`src/design/dht_pkg.sv`:
```
// Shared types and codes for the JPEG DHT canonical code builder.
// Holds the request and result structs plus result kind and error codes.
// Depends on nothing.
package dht_pkg;

  localparam logic [1:0] KIND_CODE  = 2'd0;
  localparam logic [1:0] KIND_DONE  = 2'd1;
  localparam logic [1:0] KIND_ERROR = 2'd2;

  localparam logic [2:0] ERR_NONE      = 3'd0;
  localparam logic [2:0] ERR_BAD_CLASS = 3'd1;
  localparam logic [2:0] ERR_REDEFINED = 3'd2;
  localparam logic [2:0] ERR_TRUNCATED = 3'd3;
  localparam logic [2:0] ERR_BAD_TREE  = 3'd4;

  typedef struct packed {
    logic [7:0]  seg_byte;
    logic        seg_start;
    logic [15:0] seg_len;
  } byte_req_t;

  typedef struct packed {
    logic [1:0]  kind;
    logic        table_class;
    logic [3:0]  table_id;
    logic [7:0]  symbol_index;
    logic [4:0]  code_length;
    logic [15:0] code_value;
    logic [7:0]  symbol;
    logic [2:0]  error_code;
    logic        last;
  } result_t;

endpackage

```
`src/design/jpeg_dht_canonical_code_builder.sv`:
```
// JPEG DHT canonical code builder: parses DHT payload bytes and emits codewords.
// Top level; depends on dht_pkg for the request/result structs and codes.
//
// Usage:
//   The byte channel (byte_valid, byte_stall, byte_req) carries one DHT payload
//   byte per request; seg_start marks the first byte of a segment and seg_len is
//   sampled with it. The result channel (result_valid, result_stall, result)
//   carries codeword, table-complete and error results, with last set on the
//   final result caused by a byte.
//   Each byte is parsed in the cycle it is accepted and its zero, one or two
//   results are written into a four-entry registered result queue. One byte
//   is taken per cycle as long as the queue holds at most two results; the
//   queue drains one result per cycle while result_stall is low.
//   The next-length search is a 16-bit priority pick over the nonzero counts.
//   When the receiver stalls, the queue fills and byte_stall rises once fewer
//   than two free slots remain; no result is dropped.
//   Reset clears the parser to waiting for a segment start, empties the queue
//   and forgets all defined tables.
module jpeg_dht_canonical_code_builder #(
  parameter int MAX_SYMBOLS  = 256,
  parameter int MAX_CODE_LEN = 16
) (
  input  logic               clk,
  input  logic               rst,
  input  logic               byte_valid,
  output logic               byte_stall,
  input  dht_pkg::byte_req_t byte_req,
  output logic               result_valid,
  input  logic               result_stall,
  output dht_pkg::result_t   result
);
  import dht_pkg::*;

  localparam logic [2:0] PH_WAIT    = 3'd0;
  localparam logic [2:0] PH_HEADER  = 3'd1;
  localparam logic [2:0] PH_COUNTS  = 3'd2;
  localparam logic [2:0] PH_SYMBOLS = 3'd3;
  localparam logic [2:0] PH_SKIP    = 3'd4;

  localparam logic [4:0] MaxLen  = 5'(MAX_CODE_LEN);
  localparam logic [9:0] MaxSyms = 10'(MAX_SYMBOLS);

  // Parser state.
  logic [2:0]  phase, phase_next;
  logic [15:0] bytes_left, bytes_left_next;
  logic [7:0]  length_counts [16];
  logic [3:0]  count_index, count_index_next;
  logic [8:0]  total_codes, total_codes_next;
  logic [8:0]  symbols_done, symbols_done_next;
  logic [4:0]  current_length, current_length_next;
  logic [16:0] current_code, current_code_next;
  logic [8:0]  left_at_length, left_at_length_next;
  logic [4:0]  header_id, header_id_next;
  logic [31:0] defined_tables, defined_tables_next;

  // Result queue.
  result_t     queue [4];
  logic [1:0]  wr_ptr, rd_ptr;
  logic [2:0]  count, count_next;

  logic        take, pop;
  logic        count_write;
  logic [1:0]  n_push;
  result_t     res [2];

  logic [15:0] nonzero;
  logic [15:0] search_mask;
  logic [3:0]  pick;
  logic        pick_found;
  logic [7:0]  pick_count;

  function automatic logic [3:0] low_index(input logic [15:0] m);
    logic [3:0] idx;
    idx = '0;
    for (int j = 15; j >= 0; j--) begin
      if (m[j]) idx = 4'(j);
    end
    return idx;
  endfunction

  function automatic result_t make_res(input logic [1:0] kind, input logic [4:0] id5,
                                       input logic [7:0] idx, input logic [4:0] len,
                                       input logic [15:0] code, input logic [7:0] sym,
                                       input logic [2:0] err);
    result_t r;
    r.kind         = kind;
    r.table_class  = id5[4];
    r.table_id     = id5[3:0];
    r.symbol_index = idx;
    r.code_length  = len;
    r.code_value   = code;
    r.symbol       = sym;
    r.error_code   = err;
    r.last         = 1'b0;
    return r;
  endfunction

  assign take         = byte_valid && !byte_stall;
  assign byte_stall   = (count > 3'd2);
  assign result_valid = (count != 3'd0);
  assign result       = queue[rd_ptr];
  assign pop          = result_valid && !result_stall;

  always_comb begin
    for (int j = 0; j < 16; j++) begin
      nonzero[j] = (length_counts[j] != 8'd0);
    end
  end

  always_comb begin
    logic [2:0]  ph;
    logic [15:0] bl;
    logic [7:0]  b;
    logic [4:0]  id5;
    logic [9:0]  sum;
    logic [8:0]  tot;
    logic [8:0]  sd;
    logic [8:0]  left;
    logic [16:0] code;
    logic [4:0]  new_len;
    logic [1:0]  k;

    ph  = phase;
    bl  = bytes_left;
    b   = byte_req.seg_byte;
    id5 = b[4:0];
    sum = '0;
    tot = '0;
    sd  = '0;
    left = '0;
    code = '0;
    new_len = '0;
    k   = '0;

    phase_next          = phase;
    bytes_left_next     = bytes_left;
    count_index_next    = count_index;
    total_codes_next    = total_codes;
    symbols_done_next   = symbols_done;
    current_length_next = current_length;
    current_code_next   = current_code;
    left_at_length_next = left_at_length;
    header_id_next      = header_id;
    defined_tables_next = defined_tables;
    count_write         = 1'b0;
    res[0]              = '0;
    res[1]              = '0;

    if (take && byte_req.seg_start) begin
      bl = byte_req.seg_len;
      ph = (byte_req.seg_len == 16'd0) ? PH_WAIT : PH_HEADER;
    end

    // In the counts phase the pick sees the count being written now.
    search_mask = (ph == PH_COUNTS) ? {(b != 8'd0), nonzero[14:0]}
                                    : (nonzero & (16'hFFFF << current_length));
    pick       = low_index(search_mask);
    pick_found = |search_mask;
    pick_count = (ph == PH_COUNTS && pick == 4'd15) ? b : length_counts[pick];

    if (take) begin
      phase_next      = ph;
      bytes_left_next = bl;
    end

    if (take && (ph == PH_HEADER || ph == PH_COUNTS || ph == PH_SYMBOLS)) begin
      bytes_left_next = bl - 16'd1;
      unique case (ph)
        PH_HEADER: begin
          if (b[7:4] > 4'd1) begin
            res[k[0]] = make_res(KIND_ERROR, id5, '0, '0, '0, '0, ERR_BAD_CLASS);
            k = k + 2'd1;
            phase_next = PH_SKIP;
          end else if (defined_tables[id5]) begin
            res[k[0]] = make_res(KIND_ERROR, id5, '0, '0, '0, '0, ERR_REDEFINED);
            k = k + 2'd1;
            phase_next = PH_SKIP;
          end else begin
            defined_tables_next[id5] = 1'b1;
            header_id_next   = id5;
            count_index_next = '0;
            total_codes_next = '0;
            phase_next       = PH_COUNTS;
          end
        end
        PH_COUNTS: begin
          count_write = 1'b1;
          if (b != 8'd0 && (count_index == 4'd0 ||
                            ({1'b0, count_index} + 5'd1) > MaxLen)) begin
            res[k[0]] = make_res(KIND_ERROR, header_id, '0, '0, '0, '0, ERR_BAD_TREE);
            k = k + 2'd1;
            phase_next = PH_SKIP;
          end else begin
            sum = {1'b0, total_codes} + {2'b00, b};
            tot = (sum > 10'd511) ? 9'd511 : sum[8:0];
            total_codes_next = tot;
            if (count_index < 4'd15) begin
              count_index_next = count_index + 4'd1;
            end else if ({1'b0, tot} > MaxSyms) begin
              res[k[0]] = make_res(KIND_ERROR, header_id, '0, '0, '0, '0, ERR_BAD_TREE);
              k = k + 2'd1;
              phase_next = PH_SKIP;
            end else if (tot == 9'd0) begin
              res[k[0]] = make_res(KIND_DONE, header_id, '0, '0, '0, '0, ERR_NONE);
              k = k + 2'd1;
              phase_next = PH_HEADER;
            end else begin
              current_length_next = {1'b0, pick} + 5'd1;
              left_at_length_next = {1'b0, pick_count};
              current_code_next   = '0;
              symbols_done_next   = '0;
              phase_next          = PH_SYMBOLS;
            end
          end
        end
        PH_SYMBOLS: begin
          if ((current_code >> current_length) != 17'd0) begin
            res[k[0]] = make_res(KIND_ERROR, header_id, '0, '0, '0, '0, ERR_BAD_TREE);
            k = k + 2'd1;
            phase_next = PH_SKIP;
          end else begin
            res[k[0]] = make_res(KIND_CODE, header_id, symbols_done[7:0], current_length,
                                 current_code[15:0], b, ERR_NONE);
            k = k + 2'd1;
            sd   = symbols_done + 9'd1;
            left = left_at_length - 9'd1;
            symbols_done_next   = sd;
            left_at_length_next = left;
            if (sd >= total_codes) begin
              res[k[0]] = make_res(KIND_DONE, header_id, '0, '0, '0, '0, ERR_NONE);
              k = k + 2'd1;
              phase_next = PH_HEADER;
            end else begin
              code = current_code + 17'd1;
              current_code_next = code;
              if (left == 9'd0) begin
                if (!pick_found) begin
                  res[k[0]] = make_res(KIND_ERROR, header_id, '0, '0, '0, '0,
                                       ERR_BAD_TREE);
                  k = k + 2'd1;
                  phase_next = PH_SKIP;
                end else begin
                  new_len = {1'b0, pick} + 5'd1;
                  current_length_next = new_len;
                  left_at_length_next = {1'b0, pick_count};
                  current_code_next   = code << (new_len - current_length);
                end
              end
            end
          end
        end
        default: begin
        end
      endcase

      // Segment ends with this byte.
      if (bytes_left_next == 16'd0) begin
        if (phase_next == PH_COUNTS || phase_next == PH_SYMBOLS) begin
          res[k[0]] = make_res(KIND_ERROR, header_id_next, '0, '0, '0, '0, ERR_TRUNCATED);
          k = k + 2'd1;
          phase_next = PH_SKIP;
        end else if (phase_next == PH_HEADER) begin
          phase_next = PH_WAIT;
        end
      end
    end

    if (k != 2'd0) begin
      res[k[1]].last = 1'b1;
    end
    n_push = k;
  end

  assign count_next = count + {1'b0, n_push} - {2'b00, pop};

  always_ff @(posedge clk) begin
    if (rst) begin
      phase          <= PH_WAIT;
      bytes_left     <= '0;
      count_index    <= '0;
      total_codes    <= '0;
      symbols_done   <= '0;
      current_length <= '0;
      current_code   <= '0;
      left_at_length <= '0;
      header_id      <= '0;
      defined_tables <= '0;
      wr_ptr         <= '0;
      rd_ptr         <= '0;
      count          <= '0;
    end else begin
      phase          <= phase_next;
      bytes_left     <= bytes_left_next;
      count_index    <= count_index_next;
      total_codes    <= total_codes_next;
      symbols_done   <= symbols_done_next;
      current_length <= current_length_next;
      current_code   <= current_code_next;
      left_at_length <= left_at_length_next;
      header_id      <= header_id_next;
      defined_tables <= defined_tables_next;
      wr_ptr         <= wr_ptr + n_push;
      rd_ptr         <= rd_ptr + {1'b0, pop};
      count          <= count_next;
    end
  end

  // Payload storage: the count table and the result queue need no reset.
  always_ff @(posedge clk) begin
    if (count_write) begin
      length_counts[count_index] <= byte_req.seg_byte;
    end
    if (n_push != 2'd0) begin
      queue[wr_ptr] <= res[0];
    end
    if (n_push == 2'd2) begin
      queue[wr_ptr + 2'd1] <= res[1];
    end
  end

endmodule

```
`config.mk`:
```
export PLATFORM = sky130hd
export DESIGN_NAME = jpeg_dht_canonical_code_builder
export DESIGN_NICKNAME = d
export VERILOG_FILES = /design/src/design/dht_pkg.sv /design/src/design/jpeg_dht_canonical_code_builder.sv
export SDC_FILE = /design/constraint.sdc
export NUM_CORES = 1
export LEC_CHECK = 0
export ABC_AREA = 1
export ABC_CLOCK_PERIOD_IN_PS = 14100
export BUFFER_PORTS_ARGS = -buffer_cell sky130_fd_sc_hd__buf_4
export CORE_MARGIN = 1
export CORE_UTILIZATION = 50
export DETAILED_ROUTE_END_ITERATION = 12
export GPL_TIMING_DRIVEN = 0
export PLACE_DENSITY_LB_ADDON = 0.08
export SYNTH_ARGS = -nofsm -noshare
export SYNTH_HDL_FRONTEND = slang
export SYNTH_SLANG_ARGS = --single-unit
```
`constraint.sdc`:
```
create_clock -name clk -period 14.1 [get_ports clk]
set_input_delay 2.82 -clock clk [delete_from_list [all_inputs] [get_ports clk]]
set_output_delay 2.82 -clock clk [all_outputs]
set_load 0.05 [all_outputs]
```
# Yosys cells after proc, flatten, opt, wreduce, memory -nomap -nowiden
# Memories as Yosys holds them, arrays and structs flattened. A register that Yosys moved wholly into a read port is not among the register bits.
# Index checks and enable logic that the tools add are counted.
[op_classes]
add_sub_neg = 15
n_lt_le_gt_ge = 13
n_eq_ne = 19
shift = 3
mux = 140
n_bitwise = 6
n_reduce_logical = 50
[ops]
columns = ["cell", "n"]
rows = [
  ["$mux 48", 14],
  ["$mux 96", 4],
  ["$bwmux 96", 2],
  ["$mux 9", 17],
  ["$pmux 48 s3", 1],
  ["$mux 17", 8],
  ["$reduce_bool 8->1", 17],
  ["$demux 48 s1", 2],
  ["$mux 4", 20],
  ["$mux 16", 4],
  ["$mux 5", 12],
  ["$pmux 9 s2", 3],
  ["$mux 3", 16],
  ["$mux 47", 1],
  ["$pmux 17 s2", 1],
  ["$logic_not 16->1", 2],
  ["$or 32x32->32", 1],
  ["$mux 2", 10],
  ["$logic_not 9->1", 2],
  ["$mux 1", 18],
  ["$ne 2x2->1 const B", 9],
  ["$add 17x1->17 const B", 1],
  ["$reduce_bool 17->1", 1],
  ["$shl 17x5->17", 1],
  ["53 further kinds", 79],
]
[totals]
ff_bits = 116
ram_bits = 320
input_bits = 29
output_inout_bits = 50
wordCells = 261
memories = 2
[mem_list]
columns = ["memory", "words", "width", "read_ports", "rd_ports_with_merged_regs", "write_ports", "line_no", "text"]
rows = [
  ["queue", 4, 48, 1, 1, 2, "jpeg_dht_canonical_code_builder.sv:57", "result_t queue [4];"],
  ["length_counts", 16, 8, 17, 0, 1, "jpeg_dht_canonical_code_builder.sv:46", "logic [7:0] length_counts [16];"],
]

# Depth between registers and ports, before layout
# Gate-level depths: netlist (run 1).
[logic_depth]
ltp_word = 31
mapped_depth = 38
ltp_nobuf = 36

# Least setup slack after synthesis (run 1)
# Ideal clock, no wire load.
[synth_path]
path_type = "input to register"
startpoint = "input port byte_req[19] (netlist name)"
endpoint = "memory queue[0][0] (netlist name) (enable)"
setup_ns = 0.460
arrival_ns = 8.480
required_ns = 13.640
setup_slack_ns = 5.161
cell_stages = 31
n_path_buf = 0
path_cell_list = "ha_1 -> a21oi_1 -> o21ai_0 -> a21oi_1 -> nor2_1 -> o21ai_0 -> nand2_1 -> nand2_1 -> a21oi_1 -> inv_1 -> o21ai_0 -> nor4_1 -> nand4_1 -> inv_1 -> ha_1 -> nor2_1 -> nor2_1 -> nor2_1 -> nor3_1 -> o21ai_1 -> inv_1 -> nand2_1 -> nand2_1 -> o21ai_2 -> nor2_1 -> ha_1 -> o21ai_1 -> or2_4 -> nand2_1 -> inv_1 -> o21ai_1"
[synth_rtl]
columns = ["element", "line_no", "text"]
rows = [
  ["start: declaration", "jpeg_dht_canonical_code_builder.sv:27", "input dht_pkg::byte_req_t byte_req,"],
  ["end: declaration", "jpeg_dht_canonical_code_builder.sv:57", ""],
]

==> results of run 1 <==
[through the flow]
step | setup WS (ps) | area, µm² | power (mW)
after global routing | 5010 | 25700 | 3.78
after CTS | 5720 | 25700 | 3.65
after floorplan | 5160 | 22700 | 2.15
final | 5650 | 25700 | 3.64
after global placement | 2230 | 24100 | 2.45
after detailed placement | 5130 | 24300 | 2.47
[worst paths after layout]
path / start / end / slack [ps]
worst max-delay path: byte_req[19] / queue[3][16] / 5650
worst min-delay path: defined_tables[16] / defined_tables[16] / 460
worst max register to register: total_codes[2] / queue[3][16] / 7940
worst min register to register: defined_tables[16] / defined_tables[16] / 460
[sequential cells by signal (all words and copies together), names as in the netlist, 5 cells and up]
register and count:
current_code 17, current_length 5, left_at_length 9, symbols_done 9, queue 192, defined_tables 32, length_counts 128, header_id 5
bytes_left 16, total_codes 9
[area by class of cell]
cell class	count	area (µm²)	area share
Sequential cell	436	11900	0.464
Clock buffer	62	1220	0.0475
Inverter	276	1040	0.0404
Tap cell	592	741	0.0288
Clock inverter	19	228	0.00885
Multi-Input combinational cell	1846	9210	0.358
Buffer	137	604	0.0235
Timing Repair Buffer	84	748	0.0291
[metal layers]
metal,track usage,part of all wire
met5,0,0
met1,0.399,0.43
met4,0.0953,0.028
met3,0.0449,0.071
met2,0.490,0.47
[cell usage after synthesis (all sizes together), types with 15 or more instances]
cell | count | area (µm²)
ha | 40 | 500
nand4 | 33 | 228
nor4 | 37 | 238
xor2 | 30 | 263
a21oi | 155 | 776
dfxtp | 116 | 2320
o21ai | 257 | 1330
inv | 271 | 1020
o22ai | 74 | 463
nor2 | 379 | 1470
clkbuf | 95 | 358
nand3b | 15 | 113
nand2 | 475 | 1810
buf | 42 | 246
edfxtp | 320 | 9610
nand3 | 260 | 1300
nor3 | 32 | 165
[tightest hold or removal path: stages (launching register included)]
cell     delay (ps)
dfxtp_1         290
inv_1            60
a21oi_1          60
[logic make-up (layout without fill, tap and decap cells)]
family	count (synthesis)	count (layout)	share of synthesized area
AND/OR/NAND/NOR	1242	1242	0.237
AO/OA/AOI/OAI	514	514	0.123
flip-flops	436	436	0.525
buffers and inverters	413	578	0.0722
adder cells (fa/ha/maj)	43	43	0.0246
XOR/XNOR	43	43	0.0166
multiplexers	4	4	0.00176
[power groups by stage]
stage	sequential [mW]	clock, mW	combinational [mW]
2_1_floorplan	1.44	0	0.705
3_3_place_gp	1.45	0	1.01
3_5_place_dp	1.44	0	1.03
4_1_cts	1.42	1.20	1.03
5_1_grt	1.42	1.25	1.11
6_report	1.42	1.19	1.03
==> impl_metrics.env, run 1 <==
export IMPL_cts_resized=0
export IMPL_critPathSlowestCell="o21ai_4"
export IMPL_port_buffers=77
export IMPL_seq_area_frac_synth=0.525
export IMPL_final_util=0.578
export IMPL_dp_hpwl_um=49300
export IMPL_arrival_ps=8730
export IMPL_drc_errors=0
export IMPL_rsz0062_at_grt="no"
export IMPL_outcome="completed"
export IMPL_grt_pass1_wl_um=107000
export IMPL_cts_tree="yes"
export IMPL_numCtsBuffers=46
export IMPL_max_freq_mhz=118
export IMPL_grt_use_total=0.296
export IMPL_path_depth=34
export IMPL_relSlewSlack=0.392
export IMPL_setup_viol=0
export IMPL_worstPathBufferInverterCount=7
export IMPL_nets=2899
export IMPL_sequentialPowerShare=0.390
export IMPL_cts_htree_levels=2
export IMPL_p_switching_mw=1.26
export IMPL_cts_sinks=436
export IMPL_chipHeight_um=215
export IMPL_start_kind="input port"
export IMPL_cts_buffer_depth=3
export IMPL_cpPeakStageDelay_ps=700
export IMPL_hold_buffers=0
export IMPL_drv_slew=0
export IMPL_ys_seq_elements=436
export IMPL_gp_congestion=0.934
export IMPL_period_needed_ps=8450
export IMPL_area_growth_pct=13.1
export IMPL_synth_area_um2=22700
export IMPL_finalHoldViolations=0
export IMPL_io_pins=79
export IMPL_syn_nets=2767
export IMPL_required_ps=14380
export IMPL_fin_cells=3452
export IMPL_tightest_slew_ps=908
export IMPL_routed_via_count=19788
export IMPL_drt_wl_total_um=68600
export IMPL_avgViaCountPerCell=5.73
export IMPL_final_common_cell="nand2_1"
export IMPL_crit_type="input port to flop"
export IMPL_power_density_nw_per_um2=141
export IMPL_whs_ps=456
export IMPL_coreArea_um2=44500
export IMPL_clk_pin_slew_ps=60
export IMPL_hold_class="flop to flop"
export IMPL_drt_iter0_markers=1895
export IMPL_worstPathMaxFanout=23
export IMPL_p_sw_frac=0.347
export IMPL_synth_main_ff_cell="edfxtp_1"
export IMPL_antenna_found_initial=0
export IMPL_netlist_instances=2695
export IMPL_end_kind="flop"
export IMPL_wl_per_cell_um=19.9
export IMPL_synth_cell_type_count=53
export IMPL_worst_r2r_path_depth=33
export IMPL_layout_common_cells="nand2_1, nor2_1, edfxtp_1"
export IMPL_peakVddDrop_mv=0.144
export IMPL_comb_power_share=0.284
export IMPL_placedCellCount=3371
export IMPL_p_int_mw=2.37
export IMPL_maxCapViolations=0
export IMPL_avgSynthCellArea_um2=8.44
export IMPL_leakage_nw=10.1
export IMPL_antenna_cells=0
export IMPL_drtAntennaViolNets=0
export IMPL_finalSetupTns_ps=0
export IMPL_initial_core_util=0.511
export IMPL_grt_overflow=0
export IMPL_fp_dieW_um=215
export IMPL_postCtsSetupBuffers=0
export IMPL_grt_pass1_vias=18985
export IMPL_crit_family="compound AO/OA/AOI/OAI gates"
export IMPL_hold_depth=2
export IMPL_fillers=4053
export IMPL_fin_skew_ps=29.8
export IMPL_die_area_um2=46300
export IMPL_synth_warnings=0
export IMPL_async_flop_share=0
export IMPL_synth_edff_count=320
export IMPL_clkLatencyLatePin_ps=590
export IMPL_dr_pass1_iters=6
export IMPL_cts_root_buffer="clkbuf_16"
export IMPL_grt_max_degree=27
export IMPL_drive_gt1_frac=0.0843
export IMPL_clock_power_share=0.327
export IMPL_post_route_period_util=0.599
export IMPL_rows=77
No activity file was read; power rests on OpenSTA's default activity.
==> run 2, diff against run 1 <==
ABC_CLOCK_PERIOD_IN_PS = 7200   (was 14100)
clock period = 7.2 ns   (was 14.1 ns; I/O delays follow)
==> run 2 against run 1 <==
  * Sequential cell count did not move
  * Design area rose by 0.70%
  * Global-route usage is the same
  * Power grew 96%
  * Combinational power is 97% higher
  * Final cell count grew 0.49%
  * Via count about the same
  * Register-to-register slack lost 6700 ps
  * Worst hold slack gained 0.90 ps
==> impl_metrics.env, run 2 (synthesized netlist as in run 1, its figures left out) <==
export IMPL_antenna_cells=0
export IMPL_start_kind="input port"
export IMPL_dr_pass1_iters=6
export IMPL_clk_pin_slew_ps=60
export IMPL_grt_pass1_wl_um=107000
export IMPL_io_pins=79
export IMPL_grt_pass1_vias=18985
export IMPL_regMostFlops="queue"
export IMPL_initial_core_util=0.511
export IMPL_area_growth_pct=13.9
export IMPL_max_freq_mhz=149
export IMPL_wl_per_cell_um=19.9
export IMPL_cts_root_buffer="clkbuf_16"
export IMPL_clock_power_share=0.327
export IMPL_drt_wl_total_um=69100
export IMPL_arrival_ps=7210
export IMPL_cts_htree_levels=2
export IMPL_avgViaCountPerCell=5.70
export IMPL_port_buffers=77
export IMPL_p_switching_mw=2.48
export IMPL_chipHeight_um=215
export IMPL_comb_power_share=0.285
export IMPL_grt_max_degree=27
export IMPL_fillers=4035
export IMPL_grt_overflow=0
export IMPL_crit_type="input port to flop"
export IMPL_drive_gt1_frac=0.0914
export IMPL_power_density_nw_per_um2=276
export IMPL_cts_tree="yes"
export IMPL_p_total_mw=7.14
export IMPL_p_int_mw=4.66
export IMPL_coreArea_um2=44500
export IMPL_final_common_cell="nand2_1"
export IMPL_final_util=0.582
export IMPL_drt_iter0_markers=2035
export IMPL_finalHoldViolations=0
export IMPL_end_kind="flop"
export IMPL_antenna_found_initial=0
export IMPL_drc_errors=0
export IMPL_post_route_period_util=0.932
export IMPL_relSlewSlack=0.435
export IMPL_rows=77
export IMPL_drv_slew=0
export IMPL_layout_common_cells="nand2_1, nor2_1, edfxtp_1"
export IMPL_hold_buffers=0
export IMPL_peakVddDrop_mv=0.281
export IMPL_hold_depth=2
export IMPL_nets=2916
export IMPL_cts_buffer_depth=3
export IMPL_outcome="completed"
export IMPL_worstPathMaxFanout=23
export IMPL_period_needed_ps=6710
export IMPL_required_ps=7710
export IMPL_reg_top3="queue (192), length_counts (128), defined_tables (32)"
export IMPL_cts_sinks=436
export IMPL_grt_use_total=0.296
export IMPL_hold_class="flop to flop"
export IMPL_routed_via_count=19774
export IMPL_dp_hpwl_um=49300
export IMPL_fp_dieW_um=215
export IMPL_drtAntennaViolNets=0
export IMPL_clkLatencyLatePin_ps=590
export IMPL_numCtsBuffers=46
export IMPL_sequentialPowerShare=0.389
export IMPL_setup_viol=0
export IMPL_maxCapViolations=0
export IMPL_worst_r2r_path_depth=35
export IMPL_fin_skew_ps=25.4
export IMPL_tightest_slew_ps=848
export IMPL_gp_congestion=0.934
export IMPL_leakage_nw=10.1
export IMPL_die_area_um2=46300
export IMPL_largest_reg_flops=192
export IMPL_p_sw_frac=0.347
==> run 2: cell types whose count changed in the layout (fill, tap and decap cells not counted), moves of 2 or more <==
| cell | delta |
|---|---|
| inv_1 | -4 |
| buf_4 | +13 |
| inv_4 | +2 |
| clkinvlp_4 | +3 |
==> run 2: per-layer routing <==
metal  routed length, µm  vias to the layer above  share of wire  track usage
met5                   0                        -              0            0
met4                1780                        0          0.026       0.0953
met3                5140                      121          0.074       0.0449
met2               32700                      734           0.47        0.490
met1               29400                     9401           0.43        0.399
li1                    -                     9518              -            -
==> run 2: critical path, cell delays in order <==
cell and delay, ps:
buf_4 380, clkinvlp_4 320, nand3_1 240, nor2_1 120
nand2_1 100, nand3_1 160, nand3_1 170, a31oi_1 100
nor2_1 110, nor2_1 50, o211ai_1 150, nand3_1 250
clkinv_1 220, clkbuf_1 540, ha_1 320, xor2_1 230
inv_1 70, ha_1 330, a21oi_1 160, o21ai_0 110
xor2_1 390, inv_1 200, clkbuf_1 260, o21ai_0 300
nand3_1 100, o21ai_0 110, nand2_1 90, a21oi_1 150
==> run 2: power by group through the flow <==
stage	clock network [mW]	logic, mW	registers [mW]
after floorplan	0	1.38	2.82
after global routing	2.45	2.19	2.78
after global placement	0	1.98	2.83
after CTS	2.36	2.02	2.77
final	2.33	2.03	2.77
after detailed placement	0	2.01	2.83
==> run 2: area by class of cell <==
type | count | area [µm²] | share of cell area
clock inverter | 19 | 228 | 0.00879
clock buffer | 62 | 1220 | 0.0471
multi-input combinational | 1847 | 9230 | 0.356
tap | 592 | 741 | 0.0286
inverter | 276 | 1050 | 0.0407
buffer | 137 | 604 | 0.0233
timing repair buffer | 100 | 892 | 0.0344
sequential | 436 | 11900 | 0.461
==> run 2: final timing paths <==
| path | startpoint | endpoint | slack (ps) |
|---|---|---|---|
| max | byte_req[20] | current_code[12] | 490 |
| max reg2reg | total_codes[2] | queue[1][16] | 1290 |
| min reg2reg | defined_tables[25] | defined_tables[25] | 460 |
| min | defined_tables[25] | defined_tables[25] | 460 |
==> run 2: repair_timing <==
| item | CTS | global route |
|---|---|---|
| buffers inserted | 0 | 16 |
| setup endpoints to repair | 0 | 183 |
| gates resized for setup | 0 | 13 |
==> run 2: metrics by stage <==
stage | TNS [ps] | hold slack (ps) | setup slack, ps | std cells | area [µm²]
finish | 0 | 457 | 493 | 3469 | 25900
global route | -24.4 | 472 | -24.4 | 3469 | 25900
CTS | 0 | 459 | 204 | 3452 | 25700
detailed placement | -29760 | 449 | -395 | 3371 | 24300
global placement | -611170 | 443 | -3290 | 3364 | 24100
floorplan | -69000 | 436 | -359 | 2695 | 22700
